$ cat config.mk
export PLATFORM = sky130hd
export DESIGN_NAME = cc_cv_charge_controller_unit
export DESIGN_NICKNAME = d
export VERILOG_FILES = /design/src/rtl/core/ccc_pkg.sv /design/src/rtl/core/cc_cv_charge_controller_unit.sv
export SDC_FILE = /design/constraint.sdc
export NUM_CORES = 1
export LEC_CHECK = 0
export ABC_AREA = 0
export ABC_CLOCK_PERIOD_IN_PS = 6390
export BUFFER_PORTS_ARGS = -buffer_cell sky130_fd_sc_hd__buf_4
export CELL_PAD_IN_SITES_DETAIL_PLACEMENT = 1
export CELL_PAD_IN_SITES_GLOBAL_PLACEMENT = 2
export CORE_ASPECT_RATIO = 1.25
export CORE_UTILIZATION = 38
export CTS_CLUSTER_SIZE = 14
export DETAILED_ROUTE_END_ITERATION = 10
export GPL_TIMING_DRIVEN = 1
export PLACE_DENSITY = 0.8
export SETUP_SLACK_MARGIN = 0.05
export SYNTH_ARGS = -nofsm -noshare
export SYNTH_HDL_FRONTEND = slang
export SYNTH_SLANG_ARGS = --single-unit
$ cat constraint.sdc
create_clock -name clk_i -period 6.39 [get_ports clk_i]
set_input_delay 0 -clock clk_i [delete_from_list [all_inputs] [get_ports clk_i]]
set_output_delay 0 -clock clk_i [all_outputs]
set_load 0.01 [all_outputs]
$ cat src/rtl/core/ccc_pkg.sv
// ----------------------------------------------------------------------------
// ccc_pkg
// Types, constants and helpers shared by the CC/CV charge controller.
// ----------------------------------------------------------------------------
package ccc_pkg;

  // Charge stage, one-hot
  typedef enum logic [7:0] {
    ST_PRE         = 8'b0000_0001,
    ST_CC          = 8'b0000_0010,
    ST_CV          = 8'b0000_0100,
    ST_FULL        = 8'b0000_1000,
    ST_OVERCURRENT = 8'b0001_0000,
    ST_OVERVOLTAGE = 8'b0010_0000,
    ST_OVERTEMP    = 8'b0100_0000,
    ST_DISCONNECT  = 8'b1000_0000
  } stage_e;

  // Stage codes as seen on the port
  localparam logic [2:0] CODE_PRE         = 3'd0;
  localparam logic [2:0] CODE_CC          = 3'd1;
  localparam logic [2:0] CODE_CV          = 3'd2;
  localparam logic [2:0] CODE_FULL        = 3'd3;
  localparam logic [2:0] CODE_OVERCURRENT = 3'd4;
  localparam logic [2:0] CODE_OVERVOLTAGE = 3'd5;
  localparam logic [2:0] CODE_OVERTEMP    = 3'd6;
  localparam logic [2:0] CODE_DISCONNECT  = 3'd7;

  // LED colors
  localparam logic [1:0] LED_BLUE  = 2'd0;
  localparam logic [1:0] LED_GREEN = 2'd1;
  localparam logic [1:0] LED_RED   = 2'd2;

  // Config register indexes
  localparam logic [2:0] CFG_PRECHARGE_EXIT = 3'd0;
  localparam logic [2:0] CFG_CV_TARGET      = 3'd1;
  localparam logic [2:0] CFG_FULL_CURRENT   = 3'd2;
  localparam logic [2:0] CFG_OVERTEMP       = 3'd3;
  localparam logic [2:0] CFG_DISCONNECT     = 3'd4;

  // Config reset values
  localparam logic        [15:0] RST_PRECHARGE_EXIT = 16'd6200;
  localparam logic        [15:0] RST_CV_TARGET      = 16'd8150;
  localparam logic        [15:0] RST_FULL_CURRENT   = 16'd40;
  localparam logic signed [8:0]  RST_OVERTEMP       = 9'sd50;
  localparam logic signed [8:0]  RST_DISCONNECT     = 9'sd70;

  // Duty
  localparam logic [9:0]  DUTY_START = 10'd200;
  localparam logic [10:0] STEP_S     = 11'd1;
  localparam logic [10:0] STEP_M     = 11'd3;
  localparam logic [10:0] STEP_L     = 11'd6;

  // CC current bands (mA)
  localparam logic [15:0] CUR_BAND_0 = 16'd100;
  localparam logic [15:0] CUR_BAND_1 = 16'd200;
  localparam logic [15:0] CUR_BAND_2 = 16'd340;
  localparam logic [15:0] CUR_BAND_3 = 16'd360;
  localparam logic [15:0] CUR_BAND_4 = 16'd450;
  localparam logic [15:0] CUR_BAND_5 = 16'd600;
  localparam logic [15:0] CUR_OVER   = 16'd700;

  // CV windows around the target (mV)
  localparam logic [16:0] CV_WIN_NEAR = 17'd5;
  localparam logic [16:0] CV_WIN_FAR  = 17'd50;

  typedef struct packed {
    logic [9:0] duty;
    logic [2:0] stage;
    logic       pwm_running;
    logic [1:0] led;
  } result_t;

  function automatic logic [2:0] stage_code(stage_e s);
    logic [2:0] c;
    case (s)
      ST_PRE:         c = CODE_PRE;
      ST_CC:          c = CODE_CC;
      ST_CV:          c = CODE_CV;
      ST_FULL:        c = CODE_FULL;
      ST_OVERCURRENT: c = CODE_OVERCURRENT;
      ST_OVERVOLTAGE: c = CODE_OVERVOLTAGE;
      ST_OVERTEMP:    c = CODE_OVERTEMP;
      ST_DISCONNECT:  c = CODE_DISCONNECT;
      default:        c = CODE_PRE;
    endcase
    return c;
  endfunction

  function automatic logic [1:0] led_code(stage_e s);
    logic [1:0] c;
    case (s)
      ST_PRE, ST_CC, ST_CV: c = LED_BLUE;
      ST_FULL:              c = LED_GREEN;
      default:              c = LED_RED;
    endcase
    return c;
  endfunction

  function automatic logic [10:0] duty_down(logic [10:0] d, logic [10:0] by);
    return (d > by) ? (d - by) : 11'd0;
  endfunction

endpackage

$ cat src/rtl/core/cc_cv_charge_controller_unit.sv
// ----------------------------------------------------------------------------
// cc_cv_charge_controller_unit
// CC/CV battery charge controller: one control sample in, one result out.
// ----------------------------------------------------------------------------
// Takes one sample (voltage, current, temperature) and returns the new PWM
// duty, charge stage, PWM-run flag and LED color. The stage/duty update is
// combinational compare and small-add logic on the stage, duty and PWM-run
// registers, so a new sample can be accepted every cycle unless stalled.
// Results leave through an output register backed by one skid entry: input
// is stalled only while both hold results. Fault stages (overcurrent,
// overvoltage, over-temperature, disconnect) and PWM-off latch until reset.
// Write config registers only while idle; the block does not enforce this.

module cc_cv_charge_controller_unit #(
  parameter int DUTY_MAX = 999
) (
  input  logic               clk_i,
  input  logic               rst_ni,
  // config
  input  logic               cfg_we_i,
  input  logic [2:0]         cfg_index_i,
  input  logic [15:0]        cfg_data_i,
  // sample in
  input  logic               in_valid_i,
  output logic               in_stall_o,
  input  logic [15:0]        voltage_mv_i,
  input  logic [15:0]        current_ma_i,
  input  logic signed [8:0]  temperature_c_i,
  // result out
  output logic               out_valid_o,
  input  logic               out_stall_i,
  output logic [9:0]         duty_ticks_o,
  output logic [2:0]         stage_o,
  output logic               pwm_running_o,
  output logic [1:0]         led_color_o
);

  localparam logic [9:0]  DutyClamp   = (DUTY_MAX > 1023) ? 10'd1023 : 10'(DUTY_MAX);
  localparam logic [10:0] DutyClamp11 = {1'b0, DutyClamp};

  // config registers
  logic        [15:0] precharge_exit_q;
  logic        [15:0] cv_target_q;
  logic        [15:0] full_current_q;
  logic signed [8:0]  overtemp_q;
  logic signed [8:0]  disconnect_q;

  always_ff @(posedge clk_i or negedge rst_ni) begin
    if (!rst_ni) begin
      precharge_exit_q <= ccc_pkg::RST_PRECHARGE_EXIT;
      cv_target_q      <= ccc_pkg::RST_CV_TARGET;
      full_current_q   <= ccc_pkg::RST_FULL_CURRENT;
      overtemp_q       <= ccc_pkg::RST_OVERTEMP;
      disconnect_q     <= ccc_pkg::RST_DISCONNECT;
    end else if (cfg_we_i) begin
      case (cfg_index_i)
        ccc_pkg::CFG_PRECHARGE_EXIT: precharge_exit_q <= cfg_data_i;
        ccc_pkg::CFG_CV_TARGET:      cv_target_q      <= cfg_data_i;
        ccc_pkg::CFG_FULL_CURRENT:   full_current_q   <= cfg_data_i;
        ccc_pkg::CFG_OVERTEMP:       overtemp_q       <= $signed(cfg_data_i[8:0]);
        ccc_pkg::CFG_DISCONNECT:     disconnect_q     <= $signed(cfg_data_i[8:0]);
        default: ;
      endcase
    end
  end

  // handshake
  logic             out_valid_q, skid_valid_q;
  ccc_pkg::result_t out_q, skid_q, res;
  logic             in_accept, out_take;

  assign in_stall_o  = skid_valid_q;
  assign in_accept   = in_valid_i && !skid_valid_q;
  assign out_take    = out_valid_q && !out_stall_i;

  // controller state
  ccc_pkg::stage_e stage_q, stage_d, stage_pre;
  logic [9:0]      duty_q, duty_d;
  logic            pwm_on_q, pwm_on_d;

  logic [16:0] v17, t17;
  logic [10:0] d11, d_adj;
  logic        temp_hot, temp_disc;

  assign v17 = {1'b0, voltage_mv_i};
  assign t17 = {1'b0, cv_target_q};
  assign d11 = {1'b0, duty_q};

  assign temp_hot  = (temperature_c_i > overtemp_q) && (temperature_c_i <= disconnect_q);
  assign temp_disc = temperature_c_i > disconnect_q;

  always_comb begin
    stage_pre = stage_q;
    if (stage_q == ccc_pkg::ST_PRE && voltage_mv_i > precharge_exit_q) begin
      stage_pre = ccc_pkg::ST_CC;
    end

    stage_d = stage_pre;
    d_adj   = d11;
    case (stage_pre)
      ccc_pkg::ST_PRE: begin
        d_adj = {1'b0, ccc_pkg::DUTY_START};
      end
      ccc_pkg::ST_CC: begin
        if (voltage_mv_i > cv_target_q) begin
          stage_d = ccc_pkg::ST_CV;
        end
        if (current_ma_i < ccc_pkg::CUR_BAND_0) begin
          d_adj = d11 + ccc_pkg::STEP_L;
        end else if (current_ma_i < ccc_pkg::CUR_BAND_1) begin
          d_adj = d11 + ccc_pkg::STEP_M;
        end else if (current_ma_i < ccc_pkg::CUR_BAND_2) begin
          d_adj = d11 + ccc_pkg::STEP_S;
        end else if (current_ma_i < ccc_pkg::CUR_BAND_3) begin
          d_adj = d11;
        end else if (current_ma_i < ccc_pkg::CUR_BAND_4) begin
          d_adj = ccc_pkg::duty_down(d11, ccc_pkg::STEP_S);
        end else if (current_ma_i < ccc_pkg::CUR_BAND_5) begin
          d_adj = ccc_pkg::duty_down(d11, ccc_pkg::STEP_M);
        end else if (current_ma_i < ccc_pkg::CUR_OVER) begin
          d_adj = ccc_pkg::duty_down(d11, ccc_pkg::STEP_L);
        end else begin
          stage_d = ccc_pkg::ST_OVERCURRENT;
          d_adj   = 11'd0;
        end
      end
      ccc_pkg::ST_CV: begin
        if (current_ma_i < full_current_q) begin
          stage_d = ccc_pkg::ST_FULL;
        end
        // windows in 17 bits so target +/- offset never wraps
        if ((v17 + ccc_pkg::CV_WIN_FAR > t17) && (v17 <= t17)) begin
          d_adj = d11 + ccc_pkg::STEP_S;
        end else if ((v17 > t17) && (v17 <= t17 + ccc_pkg::CV_WIN_NEAR)) begin
          d_adj = d11;
        end else if ((v17 > t17 + ccc_pkg::CV_WIN_NEAR) &&
                     (v17 <= t17 + ccc_pkg::CV_WIN_FAR)) begin
          d_adj = ccc_pkg::duty_down(d11, ccc_pkg::STEP_S);
        end else if (v17 > t17 + ccc_pkg::CV_WIN_FAR) begin
          stage_d = ccc_pkg::ST_OVERVOLTAGE;
          d_adj   = 11'd0;
        end else begin
          d_adj = {1'b0, ccc_pkg::DUTY_START};
        end
      end
      ccc_pkg::ST_FULL: begin
        d_adj = 11'd0;
      end
      default: begin
        d_adj = d11;
      end
    endcase

    duty_d = (d_adj > DutyClamp11) ? DutyClamp : d_adj[9:0];

    pwm_on_d = pwm_on_q;
    if (temp_hot) begin
      stage_d  = ccc_pkg::ST_OVERTEMP;
      pwm_on_d = 1'b0;
    end else if (temp_disc) begin
      stage_d  = ccc_pkg::ST_DISCONNECT;
      pwm_on_d = 1'b0;
    end

    res.duty        = duty_d;
    res.stage       = ccc_pkg::stage_code(stage_d);
    res.pwm_running = pwm_on_d;
    res.led         = ccc_pkg::led_code(stage_d);
  end

  always_ff @(posedge clk_i or negedge rst_ni) begin
    if (!rst_ni) begin
      stage_q  <= ccc_pkg::ST_PRE;
      duty_q   <= ccc_pkg::DUTY_START;
      pwm_on_q <= 1'b1;
    end else if (in_accept) begin
      stage_q  <= stage_d;
      duty_q   <= duty_d;
      pwm_on_q <= pwm_on_d;
    end
  end

  // output register plus one skid entry
  always_ff @(posedge clk_i or negedge rst_ni) begin
    if (!rst_ni) begin
      out_valid_q  <= 1'b0;
      skid_valid_q <= 1'b0;
    end else if (skid_valid_q) begin
      if (out_take) begin
        skid_valid_q <= 1'b0;
      end
    end else if (in_accept) begin
      if (out_valid_q && !out_take) begin
        skid_valid_q <= 1'b1;
      end else begin
        out_valid_q <= 1'b1;
      end
    end else if (out_take) begin
      out_valid_q <= 1'b0;
    end
  end

  always_ff @(posedge clk_i) begin
    if (skid_valid_q) begin
      if (out_take) begin
        out_q <= skid_q;
      end
    end else if (in_accept) begin
      if (out_valid_q && !out_take) begin
        skid_q <= res;
      end else begin
        out_q <= res;
      end
    end
  end

  assign out_valid_o   = out_valid_q;
  assign duty_ticks_o  = out_q.duty;
  assign stage_o       = out_q.stage;
  assign pwm_running_o = out_q.pwm_running;
  assign led_color_o   = out_q.led;

`ifndef SYNTH
  // skid entry only ever backs a held output
  a_skid_needs_out: assert property (@(posedge clk_i) disable iff (!rst_ni)
    skid_valid_q |-> out_valid_q)
    else $error("skid entry valid without output valid");

  // PWM-off latches until reset
  a_pwm_off_sticky: assert property (@(posedge clk_i) disable iff (!rst_ni)
    !pwm_on_q |=> !pwm_on_q)
    else $error("PWM restarted without reset");

  // fault stages are left only through reset
  a_fault_sticky: assert property (@(posedge clk_i) disable iff (!rst_ni)
    (stage_q == ccc_pkg::ST_OVERCURRENT || stage_q == ccc_pkg::ST_OVERVOLTAGE ||
     stage_q == ccc_pkg::ST_OVERTEMP || stage_q == ccc_pkg::ST_DISCONNECT) |=>
    (stage_q == ccc_pkg::ST_OVERCURRENT || stage_q == ccc_pkg::ST_OVERVOLTAGE ||
     stage_q == ccc_pkg::ST_OVERTEMP || stage_q == ccc_pkg::ST_DISCONNECT))
    else $error("left a fault stage");

  // PWM stopped means a temperature fault is shown in red
  a_pwm_off_red: assert property (@(posedge clk_i) disable iff (!rst_ni)
    (out_valid_q && !out_q.pwm_running) |->
    (out_q.led == ccc_pkg::LED_RED &&
     (out_q.stage == ccc_pkg::CODE_OVERTEMP || out_q.stage == ccc_pkg::CODE_DISCONNECT)))
    else $error("PWM off without temperature fault");

  a_duty_clamped: assert property (@(posedge clk_i) disable iff (!rst_ni)
    out_valid_q |-> (out_q.duty <= DutyClamp))
    else $error("duty above maximum");
`endif

endmodule
==> flow_metrics.tcl, run 1 <==
set metrics [dict create \
    syn_to_final_growth_pct 15.8 \
    cp-start-kind "flop" \
    num_rows 68 \
    placed_cells_incl_taps 1685 \
    grt_pass1_wl_um 62600 \
    fin_skew_ps 9.53 \
    status "completed" \
    max_stage_delay_ps 890 \
    syn_area_um2 10800 \
    finalNonFillerCells 1736 \
    p_sw_share_pct 42.8 \
    yosysTopAreaCell "ha_1" \
    drtPass1Iterations 5 \
    ys_ff_latch 119 \
    synth_xor_area_share_pct 5.10 \
    setup.worst_path.class "flop to flop" \
    grt-ovfl-total 0 \
    slowest_stage "a2111oi_0" \
    cp_cell_sequence "ha_1 > a21oi_1 > nor4_1 > xnor2_1 > ha_1 > o21ai_0 > nor2_1 > a2111oi_0 > o21ai_0 > a21boi_1 > nor3_1 > or4_1 > xnor2_1 > nor2_1 > o21bai_1 > mux2_2" \
    power.share.clock_pct 23.7 \
    finalCriticalPeriod_ps 5590 \
    final_nets 1562 \
    comb_power_share_pct 45.6 \
    insertion_delay_ps 430 \
    yosys.area_share.simple_pct 21.0 \
    hp-class "input port to async pin" \
    root_buffer "clkbuf_16" \
    avgSynthCellArea_um2 8.35 \
    syn_nets 1483 \
    start_util_pct 38.9 \
    clock-sinks 119 \
    grtUsageTotal_pct 27.9 \
    synth_top_family_by_area "compound AO/OA/AOI/OAI gates" \
    io_pins 83 \
    cts-resized-gates 0 \
    cap_violations 0 \
    dp_hpwl_um 30100 \
    cts_tree "yes" \
    cp-end-kind "flop" \
    peakVddDrop_v 0.000249 \
    die_x_um 153 \
    synthMuxAreaShare_pct 2.45 \
    gp_congestion 0.937 \
    seq_power_share_pct 30.7 \
    routed_wirelength_um 39300 \
    ys.flop_type "dfrtp_1" \
    slew-limit-headroom_pct 20.0 \
    clockBufferDepth 2 \
    clk_pin_slew_worst_paths_ps 60 \
    critPathRequiredTime_ps 6560 \
    synth_area_leaders "ha_1 14%, dfrtp_1 14%, edfxtp_1 8.9%" \
    fin_crit_sh_pct 87.5 \
    drc 0 \
    power_density_nw_per_um2 323 \
    finalSetupViolations 0 \
    drt_iter0_markers 561 \
    grt_max_degree 58 \
    die_area_um2 29100 \
    worstMarginPinSlew_ps 1200 \
    yosysWarningCount 0 \
    synth_common_cells "147 x nand2_1, 124 x ha_1, 110 x o21ai_0, 97 x nor2_1, 81 x inv_1" \
    synth-adder-area-share_pct 14.4 \
    coreArea_um2 27800 \
    fmax_mhz 179 \
    synth-edff-count 32 \
    ant_nets 0 \
    drv_slew 0 \
    p_switching_uw 1730 \
    vias 10436 \
    drive_above_1_share_pct 15.3 \
    die_h_um 191 \
    synth-compound-area-share_pct 22.5 \
    netlist.area_leader.share_pct 14.4 \
    cts_made_buffers 17 \
    async_flop_share_pct 73.1 \
    crit_arrival_ps 5770 \
    htree_levels 4 \
    wl_per_cell_um 22.6 \
    p_int_uw 2310 \
    port_buffers 82 \
    p_leak_uw 0.00512 \
    post-cts-setup-buffers 0 \
    hold_viol_final 0 \
    antenna_cells 0 \
    antenna_found_initial 0 \
    seq_area_frac_synth_pct 29.4 \
    critPathMaxFanout 7 \
    synth_most_common_cell "nand2_1" \
    ys_types 96 \
    synth_cells 1294 \
    grt_pass1_vias 10934 \
    setup_tns_ps 0 \
    rsz0062_at_grt "no" \
    vias_per_cell 6.01 \
]
==> repair_timing <==
item	4_1_cts	5_1_grt
endpoints found under the setup margin	0	0
hold buffers	19	0
hold endpoints to repair	98	0
==> sequential cells by signal, summed over array words and instances (netlist names), 9 cells and up <==
register and cells:
cv_target_q 16, disconnect_q 9, duty_q 10, duty_ticks_o 10
full_current_q 16, overtemp_q 9, precharge_exit_q 16, skid_q 16
==> power groups by stage <==
stage / logic (uW) / registers [uW] / clock network, uW
after floorplan: 1250 / 1140 / 0
after global placement: 1780 / 1250 / 0
after detailed placement: 1830 / 1240 / 0
after CTS: 1850 / 1240 / 984
after global routing: 2040 / 1270 / 1010
final: 1850 / 1240 / 959
==> cells by family (layout without fill, tap and decap cells) <==
family | after synthesis | after routing
AOI/OAI and AO/OA | 368 | 368
xor gates and xnor gates | 63 | 63
adders and majority gates | 124 | 124
buffers and inverters | 142 | 234
DFF | 119 | 119
muxes | 24 | 24
and+or+nand+nor | 454 | 454
==> stage by stage <==
step | total power [uW] | worst slack, ps | util [%] | hold WS (ps) | instance area, um2
6_report | 4050 | 796 | 45.0 | 48.4 | 12500
4_1_cts | 4070 | 907 | 45.0 | 50.6 | 12500
3_3_place_gp | 3030 | 1120 | 42.2 | -37.9 | 11700
5_1_grt | 4320 | 443 | 45.0 | 85.4 | 12500
3_5_place_dp | 3070 | 924 | 42.2 | -30.5 | 11700
2_1_floorplan | 2390 | 1640 | - | -296 | 10800
==> path summary, 6_finish.rpt <==
check                          startpoint               to  slack, ps  depth (start not counted)
setup / recovery           cv_target_q[1]   led_color_o[1]        800                         16
hold / removal                     rst_ni  disconnect_q[5]         50                          2
setup reg to reg           cv_target_q[1]   led_color_o[1]        800                         16
hold reg to reg                  pwm_on_q         pwm_on_q        490                          1
max in group asynchronous          rst_ni       stage_q[4]       5200                          3
min in group clk_i         cfg_index_i[1]  disconnect_q[2]         70                          5
==> layer usage <==
metal | global-route usage (%) | share of wire (%) | vias up
met4 | 14.0 | 4.5 | 0
li1 | - | - | 4941
met3 | 3.05 | 3.3 | 90
met1 | 32.1 | 41 | 5142
met2 | 51.2 | 51 | 263
met5 | 0 | 0 | -
==> cells in the final DEF (no fill, tap or decap), types with 6 or more instances in the layout <==
cell,count
a2111oi_0,6
a211oi_1,16
a21o_1,9
a21oi_1,74
a221oi_1,9
a31oi_1,22
and3_1,12
buf_4,99
clkbuf_16,17
dfrtp_1,59
dfstp_2,28
dlygate4sd3_1,19
edfxtp_1,32
ha_1,124
inv_1,81
mux2_2,20
nand2_1,147
nand2b_1,10
nand3_1,34
nand4_1,32
nor2_1,96
nor2b_1,12
nor3_1,36
nor4_1,14
o211ai_1,14
o21ai_0,110
o21ai_1,6
o41ai_1,6
or3_1,12
xnor2_1,54
xor2_1,9
==> area by class of cell <==
type,instances,area (um2)
sequential,119,3170
inverter,84,315
clock buffer,17,425
clock inverter,15,155
multi-input combinational,1033,7080
timing repair buffer,118,933
tap,350,438
fill,3352,15300
==> worst max-delay path: cells and delay by family, from the launching register on <==
family / cells / cell delay [ps]
simple gates: 5 / 1480
flops: 1 / 620
fa+ha+maj: 2 / 440
compound gates: 6 / 2160
mux: 1 / 270
xor+xnor: 2 / 370
Power figures use the tool's default switching activity.
==> run 2: changes to the inputs <==
--- a/config.mk
+++ b/config.mk
@@ -7,10 +7,11 @@
 export LEC_CHECK = 0
 export ABC_AREA = 0
 export ABC_CLOCK_PERIOD_IN_PS = 6390
-export BUFFER_PORTS_ARGS = -buffer_cell sky130_fd_sc_hd__buf_4
+export BUFFER_PORTS_ARGS = -buffer_cell sky130_fd_sc_hd__buf_2
 export CELL_PAD_IN_SITES_DETAIL_PLACEMENT = 1
 export CELL_PAD_IN_SITES_GLOBAL_PLACEMENT = 2
 export CORE_ASPECT_RATIO = 1.25
+export CORE_MARGIN = 10
 export CORE_UTILIZATION = 38
 export CTS_CLUSTER_SIZE = 14
 export DETAILED_ROUTE_END_ITERATION = 10
==> run 2 against run 1 <==
Critical path type unchanged. Register-to-register slack improved by 70 ps. Sequential power hardly changed. First-iteration DRC count up 7.7%. Clock skew is essentially flat. Global-route usage decreased by 4.8 points. Sequential share of layout area increased by 0.29 points. Sequential cell count is the same. Clock power rose by 6%. Largest power group unchanged. Die area up 22%. Setup slack improved by 68 ps.
==> flow_metrics.tcl, run 2 (synthesis results as in run 1) <==
set metrics [dict create \
    syn_to_final_growth_pct 14.5 \
    insertion_delay_ps 420 \
    slew-limit-headroom_pct 30.8 \
    vias_per_cell 5.98 \
    num_rows 69 \
    layout_common_cells "147 x nand2_1, 124 x ha_1, 110 x o21ai_0" \
    finalNonFillerCells 1743 \
    final.fill_count 3346 \
    final-seq-area_um2 3170 \
    htree_levels 4 \
    finalSetupViolations 0 \
    finalCriticalPeriod_ps 5530 \
    die_area_um2 35600 \
    reg2reg_from "cv_target_q[1]" \
    crit_arrival_ps 5670 \
    hp-start "cfg_index_i[1]" \
    critPathMaxFanout 12 \
    dp_hpwl_um 31400 \
    cp_cell_sequence "ha_1 > a21oi_1 > nor4_1 > and3_1 > nand3_1 > xnor2_1 > ha_1 > nand4_1 > or2_2 > o21ai_0 > a21boi_1 > a22oi_1 > a21oi_1 > nor3_2 > a211oi_2 > nor2b_2 > a31oi_1" \
    setup_tns_ps 0 \
    port_buffers 82 \
    slowest_stage "o21ai_0" \
    gp_congestion 0.977 \
    place_area_um2 11600 \
    cts_tree "yes" \
    worstMarginPinSlew_ps 1040 \
    fin_skew_ps 9.21 \
    power_density_nw_per_um2 331 \
    cts_made_buffers 17 \
    clk_pin_slew_worst_paths_ps 70 \
    placed_cells_incl_taps 1691 \
    antenna_found_initial 0 \
    post-cts-setup-buffers 0 \
    dp_slack_ps 907 \
    grt_pass1_vias 10971 \
    setup.worst_path.class "flop to flop" \
    hp-class "input port to flop" \
    reg2reg_setup_slack_ps 860 \
    grt-ovfl-total 0 \
    die_x_um 171 \
    min_to "disconnect_q[1]" \
    cp-end-kind "flop" \
    layout_commonest_cell "nand2_1" \
    fin_crit_sh_pct 86.5 \
    r2r-end "duty_ticks_o[1]" \
    rsz0062_at_grt "no" \
    hold_depth 5 \
    die_h_um 209 \
    grtUsageTotal_pct 23.2 \
    ant_nets 0 \
    postCtsHoldBufs 20 \
    antenna_cells 0 \
    p_leak_uw 0.00509 \
    cts-resized-gates 0 \
    coreArea_um2 28200 \
    start_util_pct 38.3 \
    io_pins 83 \
    drc 0 \
    grt_max_degree 74 \
    fmax_mhz 181 \
    max_stage_delay_ps 640 \
    drv_slew 0 \
    final_area_um2 12400 \
    multi_input_area_um2 7080 \
    drtPass1Iterations 5 \
    cp-start-kind "flop" \
    vias 10419 \
    clock-sinks 119 \
    status "completed" \
    critPathRequiredTime_ps 6540 \
    final_nets 1564 \
    drive_above_1_share_pct 15.4 \
    crit_start "cv_target_q[1]" \
    peakVddDrop_v 0.000209 \
    drt_iter0_markers 604 \
    grt_pass1_wl_um 64000 \
    hold_viol_final 0 \
    rr_worst_depth 17 \
    routed_wirelength_um 41500 \
    cap_violations 0 \
    fin_ws_ps 864 \
    root_buffer "clkbuf_16" \
    wl_per_cell_um 23.8 \
    clockBufferDepth 2 \
]
-- run 2: changes by cell type in the layout (fill, tap and decap cells not counted) --
cell / change
clkinv_2: -1
buf_4: -80
clkinvlp_4: -4
dlygate4sd3_1: +1
bufinv_16: +1
inv_8: +1
buf_2: +81
clkinv_4: +2
inv_6: +2
clkinv_1: -1
-- run 2: per-stage QoR --
step,power (uW),util [%],hold slack (ps)
final,4100,43.8,98.2
after detailed placement,3050,40.9,-120
after floorplan,2390,-,-296
after global placement,3020,40.9,-116
after global routing,4370,43.8,151
after CTS,4110,43.8,82.6
-- run 2: layout make-up --
cell class / count / area share (%)
sequential: 119 / 25.6
timing repair buffer: 120 / 6.04
tap: 355 / 3.59
inverter: 84 / 2.55
clock inverter: 15 / 1.56
multi-input combinational: 1033 / 57.2
clock buffer: 17 / 3.44
-- run 2: per-layer routing --
layer	track usage [%]	up-vias	part of all wire [%]	wire, um
li1	-	4950	-	-
met1	26.7	5193	42	17300
met2	42.2	206	52	21600
met3	2.46	70	2.9	1210
met4	9.46	0	3.5	1460
met5	0	-	0	0
-- run 2: how the worst max path moves through the flow --
stage	cells past startpoint	slack, ps	to
after detailed placement	17	910	duty_ticks_o[0]
after global placement	17	1120	duty_ticks_o[1]
after floorplan	19	1640	duty_ticks_o[4]
after CTS	17	830	duty_ticks_o[1]
final	17	860	duty_ticks_o[1]
after global routing	17	450	duty_ticks_o[1]
-- run 2: where the power goes --
group | switching (uW) | leakage (uW) | internal [uW]
combinational | 1140 | 0.00349 | 688
clock | 401 | 0.000301 | 623
sequential | 229 | 0.00130 | 1020
total | 1770 | 0.00509 | 2330
-- run 2: worst max-delay path, delay by kind of cell, from the launching register on --
family	cells	cell delay (ps)
AO/OA/AOI/OAI	7	1730
XOR/XNOR	1	150
adder cells (fa/ha/maj)	2	510
flip-flops	1	630
AND/OR/NAND/NOR	7	2230
